`src/rtl/icmp_hpc_pkg.sv`:
```
// ----------------------------------------------------------------------------
// icmp_hpc_pkg
// Constants and type classification helpers for the ICMP header parser.
// ----------------------------------------------------------------------------
package icmp_hpc_pkg;

    // byte counter and header geometry
    localparam int CNT_W = 16;
    localparam logic [CNT_W-1:0] MAX_PACKET_BYTES = 16'd65535;
    localparam logic [CNT_W-1:0] HDR_BYTES = 16'd8;

    // result status codes
    localparam logic [1:0] STATUS_OK       = 2'd0;
    localparam logic [1:0] STATUS_SHORT    = 2'd1;
    localparam logic [1:0] STATUS_BAD_TYPE = 2'd2;

    // register map
    localparam int PADDR_W = 3;

    // types accepted for the selected mode
    function automatic logic type_valid(input logic [7:0] t, input logic v6);
        logic ok;
        if (v6)
        begin
            ok = (t >= 8'd1 && t <= 8'd4) || (t >= 8'd128 && t <= 8'd137);
        end
        else
        begin
            ok = (t <= 8'd18) || (t == 8'd30);
        end
        return ok;
    endfunction

    // error message types
    function automatic logic type_error(input logic [7:0] t, input logic v6);
        logic err;
        if (v6)
        begin
            err = (t >= 8'd1 && t <= 8'd4);
        end
        else
        begin
            err = (t == 8'd3) || (t == 8'd4) || (t == 8'd5) || (t == 8'd11) ||
                  (t == 8'd12);
        end
        return err;
    endfunction

    // informational message types
    function automatic logic type_info(input logic [7:0] t, input logic v6);
        logic inf;
        if (v6)
        begin
            inf = (t >= 8'd128 && t <= 8'd137);
        end
        else
        begin
            inf = (t == 8'd0) || (t == 8'd8) || (t == 8'd13) || (t == 8'd14) ||
                  (t == 8'd15) || (t == 8'd16);
        end
        return inf;
    endfunction

endpackage

```
`src/rtl/icmp_header_parse_and_checksum.sv`:
```
// ----------------------------------------------------------------------------
// icmp_header_parse_and_checksum
// Byte-serial ICMP header capture with Internet checksum check.
// ----------------------------------------------------------------------------
// Input channel: one message byte per word (data_byte), last_byte marks the
// final byte. Output channel: one result word per message, offered on the
// cycle after the final byte is taken, holding the header fields, payload
// length, status, checksum check and type class.
// Throughput is one byte per cycle unless a waiting result holds in_ready
// low: bytes are summed in pairs, each pair passing through one 16-bit ones'
// complement add into the running-sum register, and the final result is
// formed by the same add plus a compare into the output register.
// The output register parts the two sides: while a result waits, in_ready
// stays high only if out_ready is high, so a stalled receiver holds the
// result steady and back-pressures the byte stream.
// Reset clears the per-message state, ipv6_mode and the output valid flag;
// no result is pending after reset. The per-message state is cleared again
// as each final byte is taken, so messages may follow back to back.
// ipv6_mode is written through the APB-style port at addresses 0 to 3 (paddr[2] low).
// ----------------------------------------------------------------------------
module icmp_header_parse_and_checksum (
    input  logic                              clk,
    input  logic                              rst_n,
    // config port
    input  logic                              psel,
    input  logic                              penable,
    input  logic                              pwrite,
    input  logic [icmp_hpc_pkg::PADDR_W-1:0]  paddr,
    input  logic [31:0]                       pwdata,
    output logic [31:0]                       prdata,
    output logic                              pready,
    // byte input
    input  logic                              in_valid,
    output logic                              in_ready,
    input  logic [7:0]                        data_byte,
    input  logic                              last_byte,
    // result output
    output logic                              out_valid,
    input  logic                              out_ready,
    output logic [7:0]                        msg_type,
    output logic [7:0]                        msg_code,
    output logic [15:0]                       checksum_field,
    output logic [31:0]                       rest_of_header,
    output logic [15:0]                       payload_len,
    output logic [1:0]                        status,
    output logic                              checksum_ok,
    output logic                              error_class,
    output logic                              info_class
);
    import icmp_hpc_pkg::*;

    logic              ipv6_mode_reg;
    logic [CNT_W-1:0]  byte_count_reg, byte_count_next;
    logic [7:0]        type_reg, type_next;
    logic [7:0]        code_reg, code_next;
    logic [15:0]       carried_sum_reg, carried_sum_next;
    logic [31:0]       rest_reg, rest_next;
    logic [15:0]       running_sum_reg, running_sum_next;
    logic [7:0]        pending_high_reg, pending_high_next;
    logic              odd_phase_reg, odd_phase_next;

    logic              out_valid_reg;
    logic [7:0]        msg_type_reg, msg_code_reg;
    logic [15:0]       checksum_field_reg, payload_len_reg;
    logic [31:0]       rest_of_header_reg;
    logic [1:0]        status_reg, status_next;
    logic              checksum_ok_reg, checksum_ok_next;
    logic              error_class_reg, error_class_next;
    logic              info_class_reg, info_class_next;
    logic [15:0]       payload_len_next;

    logic              accept;
    logic              cfg_write;
    logic [15:0]       word;
    logic [16:0]       sum_wide;
    logic [15:0]       sum_fold;
    logic              is_short;

    // config register
    assign pready    = 1'b1;
    assign cfg_write = psel && penable && pwrite && pready && (paddr[PADDR_W-1] == 1'b0);
    assign prdata    = (paddr[PADDR_W-1] == 1'b0) ? {31'd0, ipv6_mode_reg} : 32'd0;

    always_ff @(posedge clk or negedge rst_n)
    begin
        if (!rst_n)
        begin
            ipv6_mode_reg <= 1'b0;
        end
        else if (cfg_write)
        begin
            ipv6_mode_reg <= pwdata[0];
        end
    end

    // handshake
    assign in_ready = !out_valid_reg || out_ready;
    assign accept   = in_valid && in_ready;

    // header capture by byte position
    always_comb
    begin
        type_next        = type_reg;
        code_next        = code_reg;
        carried_sum_next = carried_sum_reg;
        rest_next        = rest_reg;
        if (byte_count_reg < HDR_BYTES)
        begin
            unique case (byte_count_reg[2:0])
                3'd0: type_next = data_byte;
                3'd1: code_next = data_byte;
                3'd2: carried_sum_next[15:8] = data_byte;
                3'd3: carried_sum_next[7:0] = data_byte;
                3'd4: rest_next[31:24] = data_byte;
                3'd5: rest_next[23:16] = data_byte;
                3'd6: rest_next[15:8] = data_byte;
                3'd7: rest_next[7:0] = data_byte;
                default: type_next = type_reg;
            endcase
        end
    end

    // saturating byte count
    assign byte_count_next = (byte_count_reg < MAX_PACKET_BYTES) ?
                             (byte_count_reg + 16'd1) : byte_count_reg;

    // ones' complement add; an unpaired byte goes in as the high half
    assign word     = odd_phase_reg ? {pending_high_reg, data_byte} : {data_byte, 8'h00};
    assign sum_wide = {1'b0, running_sum_reg} + {1'b0, word};
    assign sum_fold = sum_wide[15:0] + {15'd0, sum_wide[16]};

    assign running_sum_next  = odd_phase_reg ? sum_fold : running_sum_reg;
    assign pending_high_next = odd_phase_reg ? pending_high_reg : data_byte;
    assign odd_phase_next    = !odd_phase_reg;

    // result fields for the final byte
    assign is_short         = byte_count_next < HDR_BYTES;
    assign payload_len_next = byte_count_next - HDR_BYTES;

    always_comb
    begin
        status_next      = STATUS_OK;
        checksum_ok_next = 1'b0;
        error_class_next = 1'b0;
        info_class_next  = 1'b0;
        priority if (is_short)
        begin
            status_next = STATUS_SHORT;
        end
        else if (!type_valid(type_next, ipv6_mode_reg))
        begin
            status_next = STATUS_BAD_TYPE;
        end
        else
        begin
            checksum_ok_next = (payload_len_next == 16'd0) || (sum_fold == 16'hFFFF);
            error_class_next = type_error(type_next, ipv6_mode_reg);
            info_class_next  = type_info(type_next, ipv6_mode_reg);
        end
    end

    // per-message state, cleared after the final byte
    always_ff @(posedge clk or negedge rst_n)
    begin
        if (!rst_n)
        begin
            byte_count_reg   <= '0;
            type_reg         <= '0;
            code_reg         <= '0;
            carried_sum_reg  <= '0;
            rest_reg         <= '0;
            running_sum_reg  <= '0;
            pending_high_reg <= '0;
            odd_phase_reg    <= 1'b0;
        end
        else if (accept)
        begin
            if (last_byte)
            begin
                byte_count_reg   <= '0;
                type_reg         <= '0;
                code_reg         <= '0;
                carried_sum_reg  <= '0;
                rest_reg         <= '0;
                running_sum_reg  <= '0;
                pending_high_reg <= '0;
                odd_phase_reg    <= 1'b0;
            end
            else
            begin
                byte_count_reg   <= byte_count_next;
                type_reg         <= type_next;
                code_reg         <= code_next;
                carried_sum_reg  <= carried_sum_next;
                rest_reg         <= rest_next;
                running_sum_reg  <= running_sum_next;
                pending_high_reg <= pending_high_next;
                odd_phase_reg    <= odd_phase_next;
            end
        end
    end

    // output valid
    always_ff @(posedge clk or negedge rst_n)
    begin
        if (!rst_n)
        begin
            out_valid_reg <= 1'b0;
        end
        else if (accept && last_byte)
        begin
            out_valid_reg <= 1'b1;
        end
        else if (out_ready)
        begin
            out_valid_reg <= 1'b0;
        end
    end

    // output payload
    always_ff @(posedge clk)
    begin
        if (accept && last_byte)
        begin
            msg_type_reg       <= type_next;
            msg_code_reg       <= code_next;
            checksum_field_reg <= carried_sum_next;
            rest_of_header_reg <= rest_next;
            payload_len_reg    <= (status_next == STATUS_OK) ? payload_len_next : 16'd0;
            status_reg         <= status_next;
            checksum_ok_reg    <= checksum_ok_next;
            error_class_reg    <= error_class_next;
            info_class_reg     <= info_class_next;
        end
    end

    assign out_valid      = out_valid_reg;
    assign msg_type       = msg_type_reg;
    assign msg_code       = msg_code_reg;
    assign checksum_field = checksum_field_reg;
    assign rest_of_header = rest_of_header_reg;
    assign payload_len    = payload_len_reg;
    assign status         = status_reg;
    assign checksum_ok    = checksum_ok_reg;
    assign error_class    = error_class_reg;
    assign info_class     = info_class_reg;

endmodule

```
`config.mk`:
```
export PLATFORM = sky130hd
export DESIGN_NAME = icmp_header_parse_and_checksum
export DESIGN_NICKNAME = d
export VERILOG_FILES = /design/src/rtl/icmp_hpc_pkg.sv /design/src/rtl/icmp_header_parse_and_checksum.sv
export SDC_FILE = /design/constraint.sdc
export NUM_CORES = 1
export LEC_CHECK = 0
export BUFFER_PORTS_ARGS = -buffer_cell sky130_fd_sc_hd__buf_2
export CORE_MARGIN = 8
export CORE_UTILIZATION = 45
export CTS_BUF_LIST = sky130_fd_sc_hd__clkbuf_16
export CTS_CLUSTER_DIAMETER = 80
export DETAILED_ROUTE_END_ITERATION = 8
export PLACE_DENSITY = 0.68
export RECOVER_POWER = 25
export SLEW_MARGIN = 40
export SYNTH_ARGS = -nofsm -noshare
export SYNTH_HDL_FRONTEND = slang
export SYNTH_SLANG_ARGS = --single-unit
export TNS_END_PERCENT = 10
```
`constraint.sdc`:
```
create_clock -name clk -period 5.4 [get_ports clk]
set_input_delay 0.81 -clock clk [delete_from_list [all_inputs] [get_ports clk]]
set_output_delay 0.81 -clock clk [all_outputs]
set_load 0.005 [all_outputs]
```
==> results of run 1 <==
## synthesized netlist by cell type (3+ instances only)
cell / instances
ha_1: 25
nor4_1: 10
xor2_1: 14
a21o_1: 8
dfrtp_1: 107
a32o_1: 6
a22oi_1: 9
mux2i_1: 9
o2111ai_1: 3
and3_1: 10
o21ai_0: 57
mux2_2: 69
nor2b_1: 7
a21boi_0: 3
nor2_1: 47
nand2_1: 82
nand4b_1: 4
and4_1: 6
nor3_1: 26
clkbuf_1: 49
o21ai_1: 5
nand2b_1: 9
or4_1: 4
a22o_1: 62
o21a_1: 9
edfxtp_1: 85
or3_1: 6
inv_1: 22
a31oi_1: 5
nor4b_1: 5
a21oi_1: 29
buf_4: 35
a211oi_1: 5
o31ai_1: 9
or2_2: 7
xnor2_1: 24
buf_2: 8
nand4_1: 6
o211ai_1: 3
nand3_1: 20
and2_1: 13
## cells in the final DEF, fill, tap and decap left out, types with 7 or more instances in the layout
master / synthesis / layout
a21o_1: 8 / 8
nor3_1: 26 / 26
or2_2: 7 / 7
clkbuf_16: 0 / 17
clkbuf_1: 49 / 7
edfxtp_1: 85 / 85
and2_1: 13 / 13
xor2_1: 14 / 14
and3_1: 10 / 10
nor2b_1: 7 / 7
a21oi_1: 29 / 29
o21a_1: 9 / 9
o21ai_0: 57 / 57
a22o_1: 62 / 62
buf_2: 8 / 98
mux2i_1: 9 / 9
nand2b_1: 9 / 9
nand3_1: 20 / 20
inv_1: 22 / 23
mux2_2: 69 / 69
dfrtp_1: 107 / 107
nor4_1: 10 / 10
conb_1: 2 / 32
nor2_1: 47 / 45
nand2_1: 82 / 82
ha_1: 25 / 25
a22oi_1: 9 / 9
buf_4: 35 / 25
o31ai_1: 9 / 9
xnor2_1: 24 / 24
## cell type report
class / count / area (um2)
clock buffer: 17 / 425.4
clock inverter: 15 / 150.1
fill: 2064 / 11350
inverter: 22 / 82.58
multi-input combinational: 690 / 4833
sequential: 192 / 5230
tap: 319 / 399.1
timing repair buffer: 132 / 724.4
## worst reg2reg max path: stages (launching register included)
cell and delay (ps):
dfrtp_1 380, buf_4 190, buf_4 220, and2_1 190, ha_1 390, and3_1 250, o21ai_0 130, o21a_1 210
o21a_1 210, nand2b_1 160, a21oi_1 140, o21a_1 120, o21ai_0 80, nand2b_1 140, ha_1 190, ha_1 200
and4_1 240, nand3_1 120, or3b_1 410, a2111oi_2 420, nand4b_1 200, o32ai_2 170
## power by group through the flow
| stage | Clock (mW) | Sequential, mW | Combinational (mW) |
|---|---|---|---|
| final | 1.25 | 1.73 | 0.875 |
| after global routing | 1.32 | 1.74 | 0.966 |
| after CTS | 1.26 | 1.73 | 0.875 |
| after detailed placement | 0 | 1.76 | 0.869 |
| after global placement | 0 | 1.75 | 0.853 |
| after floorplan | 0 | 1.74 | 0.640 |
## how the worst max path moves through the flow
stage | end | cells after the start
finish | checksum_ok$_SDFFCE_PP0P_ | 21
global route | checksum_ok$_SDFFCE_PP0P_ | 21
CTS | checksum_ok$_SDFFCE_PP0P_ | 21
detailed placement | checksum_ok$_SDFFCE_PP0P_ | 22
global placement | checksum_ok$_SDFFCE_PP0P_ | 22
floorplan | checksum_ok$_SDFFCE_PP0P_ | 22
## routing by layer
| layer | vias to the layer above | global-route usage | routed length [um] |
|---|---|---|---|
| met5 | - | 0 | 0 |
| met4 | 0 | 0.05474 | 411 |
| met3 | 33 | 0.03750 | 1839 |
| met2 | 287 | 0.2960 | 12240 |
| met1 | 3885 | 0.2519 | 12090 |
| li1 | 3702 | - | - |
## through the flow
| stage | setup WS (ps) | hold WS [ps] | std cells |
|---|---|---|---|
| 3_3_place_gp | 202.4 | 472.8 | 1354 |
| 4_1_cts | 489.6 | 388.2 | 1387 |
| 6_report | 486.1 | 501.1 | 1387 |
| 2_1_floorplan | 407.9 | 456.3 | 998 |
| 5_1_grt | 168.1 | 512.1 | 1387 |
| 3_5_place_dp | 131.3 | 482.9 | 1355 |
## logic make-up after synthesis
| group | after synthesis |
|---|---|
| buf+inv | 116 |
| flops | 192 |
| xor+xnor | 39 |
| fa+ha+maj | 26 |
| compound gates | 236 |
| other cells | 2 |
| mux | 78 |
| simple gates | 279 |
==> run_results.csv, run 1 <==
group,metric,value,unit
drt,wirelength,26580,um
sta,finalSetupViolCount,0,
placement,port_buffers,105,
power_and_ir_drop,finalPower,3.851,mW
sta,hold_viol_final,0,
finish,area_delta_synth_final,12.65,%
drt,via_per_inst,5.701,
clock_tree,clk_latency,440,ps
run,cap_violations,1,
power_and_ir_drop,vdd.ir_drop.worst,192.0,uV
synthesis,async_flop_share,0.5573,
synthesis,synthTopCellsByArea,"dfrtp_1 25%, edfxtp_1 24%, mux2_2 7.4%, a22o_1 5.2%, ha_1 3.0%",
finish,antenna_cells,0,
clock_tree,htree_levels,4,
worst_setup_path,cp_num_buf_inv,2,
synthesis,synth_edf_count,85,
finish,drive_above_1_share,0.2285,
worst_setup_path,crit_start,"odd_phase_reg$_DFFE_PN0P_",
worst_setup_path,endpoint_kind,"flop",
global_route,grt_pass1_wl,42080,um
synthesis,synth-adder-area-share,0.03165,
worst_setup_path,slowest_delay,420,ps
placement,routabilityCongestion,0.9010,
run_status,outcome,"finished, violations left",
worst_setup_path,r2r_setup_slack,490,ps
power_and_ir_drop,internal_power,2.660,mW
floorplanning,ios,171,
synthesis,synth_seq_cells,192,
power_and_ir_drop,swShare,0.3093,
clock_tree,cts-root-buf,"clkbuf_16",
worst_setup_path,cp_data_required_time,5660,ps
synthesis,synthXorXnorAreaFrac,0.03320,
global_route,grtUsageTotal,0.1857,
min_path,min_from,"running_sum_reg[9]$_DFFE_PN0P_",
global_route,grt_max_degree,65,
worst_setup_path,r2r-end,"checksum_ok$_SDFFCE_PP0P_",
synthesis,yosys.area.top_type,"dfrtp_1",
synthesis,synth-compound-area-share,0.1594,
worst_setup_path,regToRegStartpoint,"odd_phase_reg$_DFFE_PN0P_",
clock_tree,cts_resized,0,
drt,vias,7907,
sta,worst_pin_slew,3583,ps
synthesis,seq_area_frac_synth,0.4974,
clock_tree,cts_buffers,17,
clock_tree,cts_tree,"yes",
clock_tree,path_clk_slew,70,ps
placement,placement.cell_area,11290,um2
worst_setup_path,rr_worst_depth,21,
worst_setup_path,critPathLaunchType,"flop",
clock_tree,post_cts_buffers,0,
min_path,holdPathStages,2,
placement,hpwl,18610,um
power_and_ir_drop,power_density,325.1,nW/um2
synthesis,muxShareOfSynthArea,0.08246,
global_route,grt_pass1_vias,7594,
sta,tns,0,ps
synthesis,yosys.area_share.simple,0.1401,
drt,drc_errors,0,
finish,utilization,0.5107,
floorplanning,start_util,0.4534,
floorplanning,num_rows,56,
worst_setup_path,cp_max_fo,19,
power_and_ir_drop,power_frac_clock,0.324,
clock_tree,clock_sinks,192,
sta,fmax,0.2035,GHz
global_route,gr-total-overflow,0,
drt,antenna_left,0,
synthesis,yosysTopAreaCellShare,0.2546,
sta,period_share,0.9100,
floorplanning,die_w,168.9,um
sta,drv_slew,65,
floorplanning,coreArea,23190,um2
min_path,holdPathEnd,"running_sum_reg[9]$_DFFE_PN0P_",
clock_tree,cts_hold_buffers,0,
global_route,antenna_found_initial,0,
finish,design_area,11850,um2
power_and_ir_drop,p_comb_frac,0.227,
synthesis,synth.avg_cell_area,10.86,um2
worst_setup_path,arrival,5180,ps
power_and_ir_drop,p_sw,1.191,mW
synthesis,synth.distinct_cells,76,
synthesis,synth-main-ff-cell,"dfrtp_1",
synthesis,syn_area,10520,um2
worst_setup_path,critPathSlowestCell,"a2111oi_2",
synthesis,synth_top_family_by_area,"compound AO/OA/AOI/OAI gates",
sta,slew_headroom,-1.389,
power_and_ir_drop,p_seq_frac,0.449,
run_status,violations,"capacitance limit, slew limit",
sta,min_period,4914,ps
synthesis,yosysWarnings,0,
floorplanning,dieHeight,168.9,um
sta,rsz0062_at_grt,"false",
synthesis,synthCells,968,
worst_setup_path,critical_path_class,"flop to flop",
worst_setup_path,critical_path.top_delay_family,"simple AND/OR/NAND/NOR gates",
worst_setup_path,path_cells,"buf_4 > buf_4 > and2_1 > ha_1 > and3_1 > o21ai_0 > o21a_1 > o21a_1 > nand2b_1 > a21oi_1 > o21a_1 > o21ai_0 > nand2b_1 > ha_1 > ha_1 > and4_1 > nand3_1 > or3b_1 > a2111oi_2 > nand4b_1 > o32ai_2",
power_and_ir_drop,p_leak,5.099,nW
floorplanning,die_area,28510,um2
drt,wire_per_inst,19.16,um
drt,drt-pass1-iter-count,5,
finish,num-nets-final,1132,
drt,drt_iter0_drc,632,
min_path,hp-class,"flop to flop",
sta,fin_skew,17.43,ps
clock_tree,clk_path_buf_depth,2,
Power figures use the tool's default switching activity.
==> inputs of run 2 (changes only) <==
--- a/config.mk
+++ b/config.mk
@@ -6,7 +6,7 @@
 export NUM_CORES = 1
 export LEC_CHECK = 0
 export BUFFER_PORTS_ARGS = -buffer_cell sky130_fd_sc_hd__buf_2
-export CORE_MARGIN = 8
+export CORE_MARGIN = 1.5
 export CORE_UTILIZATION = 45
 export CTS_BUF_LIST = sky130_fd_sc_hd__clkbuf_16
 export CTS_CLUSTER_DIAMETER = 80
==> run 2 against run 1 <==
The run still ends with capacitance limit, slew limit left. Core utilization increased by 0.96 points. Sequential power about the same. Count of clock-buffer cells in the layout unchanged. Fmax increased by 0.41%. Sequential share of layout area about the same. Via count decreased by 0.10%. Wire length decreased by 3.9%. Register-to-register slack improved by 20 ps. Combinational power decreased by 1%. Worst setup slack improved by 20 ps. Clock power about the same. Critical path depth unchanged. Critical endpoint unchanged. Largest cell class unchanged.
==> run_results.csv, run 2 (synthesis results as in run 1) <==
group,metric,value,unit
global_route,grt_max_degree,77,
drt,drc_errors,0,
clock_tree,cts_buffers,17,
clock_tree,cts-root-buf,"clkbuf_16",
drt,wirelength,25530,um
placement,placement.cell_area,11270,um2
sta,fin_skew,12.60,ps
worst_setup_path,arrival,5160,ps
sta,fin_ws,506.1,ps
power_and_ir_drop,swShare,0.3178,
power_and_ir_drop,p_leak,5.110,nW
clock_tree,path_clk_slew,70,ps
power_and_ir_drop,power_density,325.6,nW/um2
sta,finalSetupViolCount,0,
finish,design_area,11850,um2
power_and_ir_drop,finalPower,3.859,mW
drt,vias,7899,
finish,final_cell_mix,"107 x dfrtp_1, 104 x buf_2, 85 x edfxtp_1",
clock_tree,clk_latency,440,ps
floorplanning,start_util,0.4616,
finish,fill_cells,2038,
drt,wl_met2,11900,um
clock_tree,post_cts_buffers,0,
clock_tree,clock_sinks,192,
worst_setup_path,endpoint_kind,"flop",
placement,dp_slack,134.5,ps
finish,antenna_cells,0,
worst_setup_path,critical_path_class,"flop to flop",
global_route,grtUsageTotal,0.2142,
run,cap_violations,1,
clock_tree,cts_hold_buffers,0,
power_and_ir_drop,p_sw,1.226,mW
floorplanning,num_rows,55,
floorplanning,die_area,24290,um2
sta,period_share,0.9063,
sta,slew_headroom,-1.531,
drt,drt-pass1-iter-count,5,
drt,highest-signal-layer,"met4",
power_and_ir_drop,p_seq_frac,0.448,
sta,worst_pin_slew,3796,ps
placement,hpwl,17330,um
placement,dpl.cell_count,1345,
drt,wire_per_inst,18.54,um
floorplanning,ios,171,
drt,antenna_left,0,
clock_tree,cts_tree,"yes",
sta,fmax,0.2043,GHz
sta,rsz0062_at_grt,"false",
global_route,grt_pass1_vias,7418,
finish,final_common_cell,"dfrtp_1",
sta,drv_slew,69,
sta,tns,0,ps
finish,fin_cells,1377,
global_route,gr-total-overflow,0,
sta,hold_slack,494.0,ps
finish,num-nets-final,1128,
worst_setup_path,cp_max_fo,8,
run_status,outcome,"finished, violations left",
min_path,hp-class,"flop to flop",
floorplanning,dieHeight,155.9,um
sta,hold_viol_final,0,
floorplanning,die_w,155.9,um
sta,min_period,4894,ps
drt,wl_met1,11840,um
finish,utilization,0.5204,
worst_setup_path,cp_data_required_time,5670,ps
finish,drive_above_1_share,0.2331,
drt,drt_iter0_drc,508,
clock_tree,cts_resized,0,
power_and_ir_drop,power_frac_clock,0.328,
run_status,violations,"capacitance limit, slew limit",
floorplanning,coreArea,22780,um2
global_route,grt_pass1_wl,40320,um
worst_setup_path,critPathLaunchType,"flop",
global_route,antenna_found_initial,0,
clock_tree,htree_levels,4,
drt,via_per_inst,5.736,
placement,routabilityCongestion,0.9041,
power_and_ir_drop,internal_power,2.632,mW
finish,area_delta_synth_final,12.72,%
power_and_ir_drop,p_comb_frac,0.224,
clock_tree,clk_path_buf_depth,2,
power_and_ir_drop,vdd.ir_drop.worst,252.0,uV
placement,port_buffers,105,
drt,met3_length,1400,um
==> run 2: path summary, 6_finish.rpt <==
kind                       slack [ps]                      startpoint                        endpoint  cells past startpoint
hold reg to reg                   490  running_sum_reg[4]$_DFFE_PN0P_  running_sum_reg[4]$_DFFE_PN0P_                      2
setup reg to reg                  510       odd_phase_reg$_DFFE_PN0P_       checksum_ok$_SDFFCE_PP0P_                     21
setup / recovery                  510       odd_phase_reg$_DFFE_PN0P_       checksum_ok$_SDFFCE_PP0P_                     21
min in group asynchronous        1660                           rst_n  byte_count_reg[14]$_DFFE_PN0P_                      1
max in group asynchronous        1140                           rst_n         code_reg[1]$_DFFE_PN0P_                      2
hold / removal                    490  running_sum_reg[4]$_DFFE_PN0P_  running_sum_reg[4]$_DFFE_PN0P_                      2
==> run 2: layer usage <==
metal / vias to the layer above / global-route usage
met2: 259 / 0.3407
li1: 3700 / -
met4: 0 / 0.06168
met3: 26 / 0.03444
met1: 3914 / 0.3024
met5: - / 0
==> run 2: worst max-delay path, cell delays in order (launching register included) <==
cell and delay [ps]:
dfrtp_1 520, and2_1 180, ha_1 160, inv_1 50
fa_1 410, nor2b_1 190, o221ai_1 200, o21a_1 240
o21a_1 210, nand2b_1 160, a21oi_1 130, o21a_1 120
o21ai_0 70, nand2b_1 130, ha_1 180, ha_1 200
and4_1 280, nand3_1 140, or3b_1 420, a2111oi_2 360
nand4b_1 210, o32ai_2 170
==> run 2: cell type report <==
| cell class | count | area, um2 | area share |
|---|---|---|---|
| clock buffers | 17 | 425.4 | 0.03589 |
| multi-input cells | 690 | 4833 | 0.4078 |
| inverters | 22 | 82.58 | 0.006967 |
| well taps | 313 | 391.6 | 0.03304 |
| clock inverters | 15 | 171.4 | 0.01446 |
| repair buffers | 128 | 718.2 | 0.06059 |
| flip-flops and latches | 192 | 5230 | 0.4413 |
==> run 2: power by group through the flow <==
stage | registers (mW) | clock network (mW) | logic, mW
3_3_place_gp | 1.76 | 0 | 0.848
4_1_cts | 1.73 | 1.29 | 0.864
6_report | 1.73 | 1.26 | 0.863
3_5_place_dp | 1.76 | 0 | 0.857
2_1_floorplan | 1.74 | 0 | 0.640
5_1_grt | 1.74 | 1.34 | 0.954
==> inputs of run 3 (changes only) <==
--- a/config.mk
+++ b/config.mk
@@ -11,7 +11,8 @@
 export CTS_BUF_LIST = sky130_fd_sc_hd__clkbuf_16
 export CTS_CLUSTER_DIAMETER = 80
 export DETAILED_ROUTE_END_ITERATION = 8
-export PLACE_DENSITY = 0.68
+export GPL_ROUTABILITY_DRIVEN = 0
+export PLACE_DENSITY = 0.72
 export RECOVER_POWER = 25
 export SLEW_MARGIN = 40
 export SYNTH_ARGS = -nofsm -noshare
==> run 3 against run 2 <==
Final cell count fell by 0.15%. The run still ends with capacitance limit, slew limit left. Highest routed layer unchanged. Power decreased by 0.39%. Non-clock buffer count down 2. Critical path depth did not move. Clock power about the same. Sequential share of layout area increased by 0.14 points. Worst setup slack got worse by 50 ps. Global-route usage is 0.14 points lower. Register-to-register slack worse by 50 ps. Sequential cell count stayed put. Clock skew rose by 5.0 ps. Largest cell class unchanged. Die area is the same.
==> run_results.csv, run 3 (synthesis results as in run 1) <==
group,metric,value,unit
clock_tree,cts_hold_buffers,0,
clock_tree,cts_buffers,17,
sta,fin_ws,456.1,ps
clock_tree,cts_resized,0,
clock_tree,path_clk_slew,80,ps
drt,antenna_left,0,
drt,drc_errors,0,
finish,final_common_cell,"dfrtp_1",
sta,drv_slew,74,
worst_setup_path,critical_path_class,"flop to flop",
clock_tree,clk_path_buf_depth,2,
floorplanning,start_util,0.4616,
floorplanning,num_rows,55,
finish,final_cell_mix,"107 x dfrtp_1, 103 x buf_2, 85 x edfxtp_1",
min_path,hp-class,"flop to flop",
floorplanning,ios,171,
drt,wire_per_inst,18.30,um
placement,hpwl,17180,um
sta,fmax,0.2023,GHz
sta,min_period,4944,ps
power_and_ir_drop,p_leak,5.095,nW
drt,wirelength,25160,um
placement,placement.cell_area,11240,um2
run_status,outcome,"finished, violations left",
placement,dp_slack,167.4,ps
worst_setup_path,cp_max_fo,9,
finish,drive_above_1_share,0.2316,
finish,num-nets-final,1126,
floorplanning,coreArea,22780,um2
clock_tree,htree_levels,4,
min_path,holdPathStages,2,
floorplanning,die_w,155.9,um
global_route,grtUsageTotal,0.2128,
finish,utilization,0.5186,
drt,drt-pass1-iter-count,5,
global_route,antenna_found_initial,0,
sta,period_share,0.9155,
sta,tns,0,ps
worst_setup_path,rr_worst_depth,21,
worst_setup_path,cp_data_required_time,5670,ps
sta,rsz0062_at_grt,"false",
run,cap_violations,1,
clock_tree,cts_tree,"yes",
finish,design_area,11810,um2
placement,port_buffers,105,
worst_setup_path,arrival,5220,ps
floorplanning,dieHeight,155.9,um
floorplanning,die_area,24290,um2
power_and_ir_drop,finalPower,3.844,mW
global_route,grt_pass1_vias,7488,
sta,slew_headroom,-1.743,
global_route,grt_max_degree,74,
drt,via_per_inst,5.753,
power_and_ir_drop,power_density,325.4,nW/um2
finish,antenna_cells,0,
clock_tree,cts-root-buf,"clkbuf_16",
finish,area_delta_synth_final,12.35,%
worst_setup_path,critPathLaunchType,"flop",
sta,finalSetupViolCount,0,
clock_tree,clock_sinks,192,
run_status,violations,"capacitance limit, slew limit",
worst_setup_path,endpoint_kind,"flop",
power_and_ir_drop,vdd.ir_drop.worst,209.0,uV
global_route,gr-total-overflow,0,
drt,vias,7910,
sta,hold_viol_final,0,
drt,drt_iter0_drc,585,
global_route,grt_pass1_wl,40190,um
sta,worst_pin_slew,4114,ps
clock_tree,clk_latency,450,ps
clock_tree,post_cts_buffers,0,
sta,fin_skew,17.63,ps
-- run 3: area by class of cell --
class | instances | area (um2)
fillers | 2000 | 10960
flip-flops and latches | 192 | 5230
multi-input cells | 690 | 4847
repair buffers | 126 | 678.2
clock buffers | 17 | 425.4
well taps | 313 | 391.6
clock inverters | 15 | 158.9
inverters | 22 | 82.58
-- run 3: stage by stage --
stage,instances,hold WS (ps)
after CTS,1375,422.1
after floorplan,998,456.3
after global placement,1343,474.6
after global routing,1375,512.3
final,1375,496.4
after detailed placement,1343,477.5
-- run 3: power breakdown --
group / internal [mW] / switching, mW
registers: 1.65 / 0.0787
clock network: 0.652 / 0.600
logic: 0.348 / 0.511
-- run 3: critical path, stage by stage (launching register included) --
cell	delay, ps
dfrtp_1	480
buf_4	210
buf_4	160
and2_1	160
ha_1	400
and3_1	250
o21ai_0	130
o21a_1	210
o21a_1	220
nand2b_1	160
a21oi_1	130
o21a_1	120
o21ai_0	60
nand2b_1	130
ha_1	180
ha_1	210
and4_1	280
nand3_1	140
or3b_1	410
a2111oi_2	390
nand4b_1	190
o32ai_2	160
-- run 3: routing by layer --
metal	vias up	global-route usage	routed length [um]
met5	-	0	0
met4	0	0.05578	289
met3	27	0.03778	1528
met2	291	0.3488	12080
met1	3912	0.2916	11270
li1	3680	-	-
-- run 3: path summary, 6_finish.rpt --
kind | startpoint | to | slack [ps]
min reg2reg | running_sum_reg[6]$_DFFE_PN0P_ | running_sum_reg[6]$_DFFE_PN0P_ | 500
max reg2reg | odd_phase_reg$_DFFE_PN0P_ | checksum_ok$_SDFFCE_PP0P_ | 460
max in group asynchronous | rst_n | running_sum_reg[5]$_DFFE_PN0P_ | 1030
min in group asynchronous | rst_n | type_reg[3]$_DFFE_PN0P_ | 1800
max | odd_phase_reg$_DFFE_PN0P_ | checksum_ok$_SDFFCE_PP0P_ | 460
min | running_sum_reg[6]$_DFFE_PN0P_ | running_sum_reg[6]$_DFFE_PN0P_ | 500
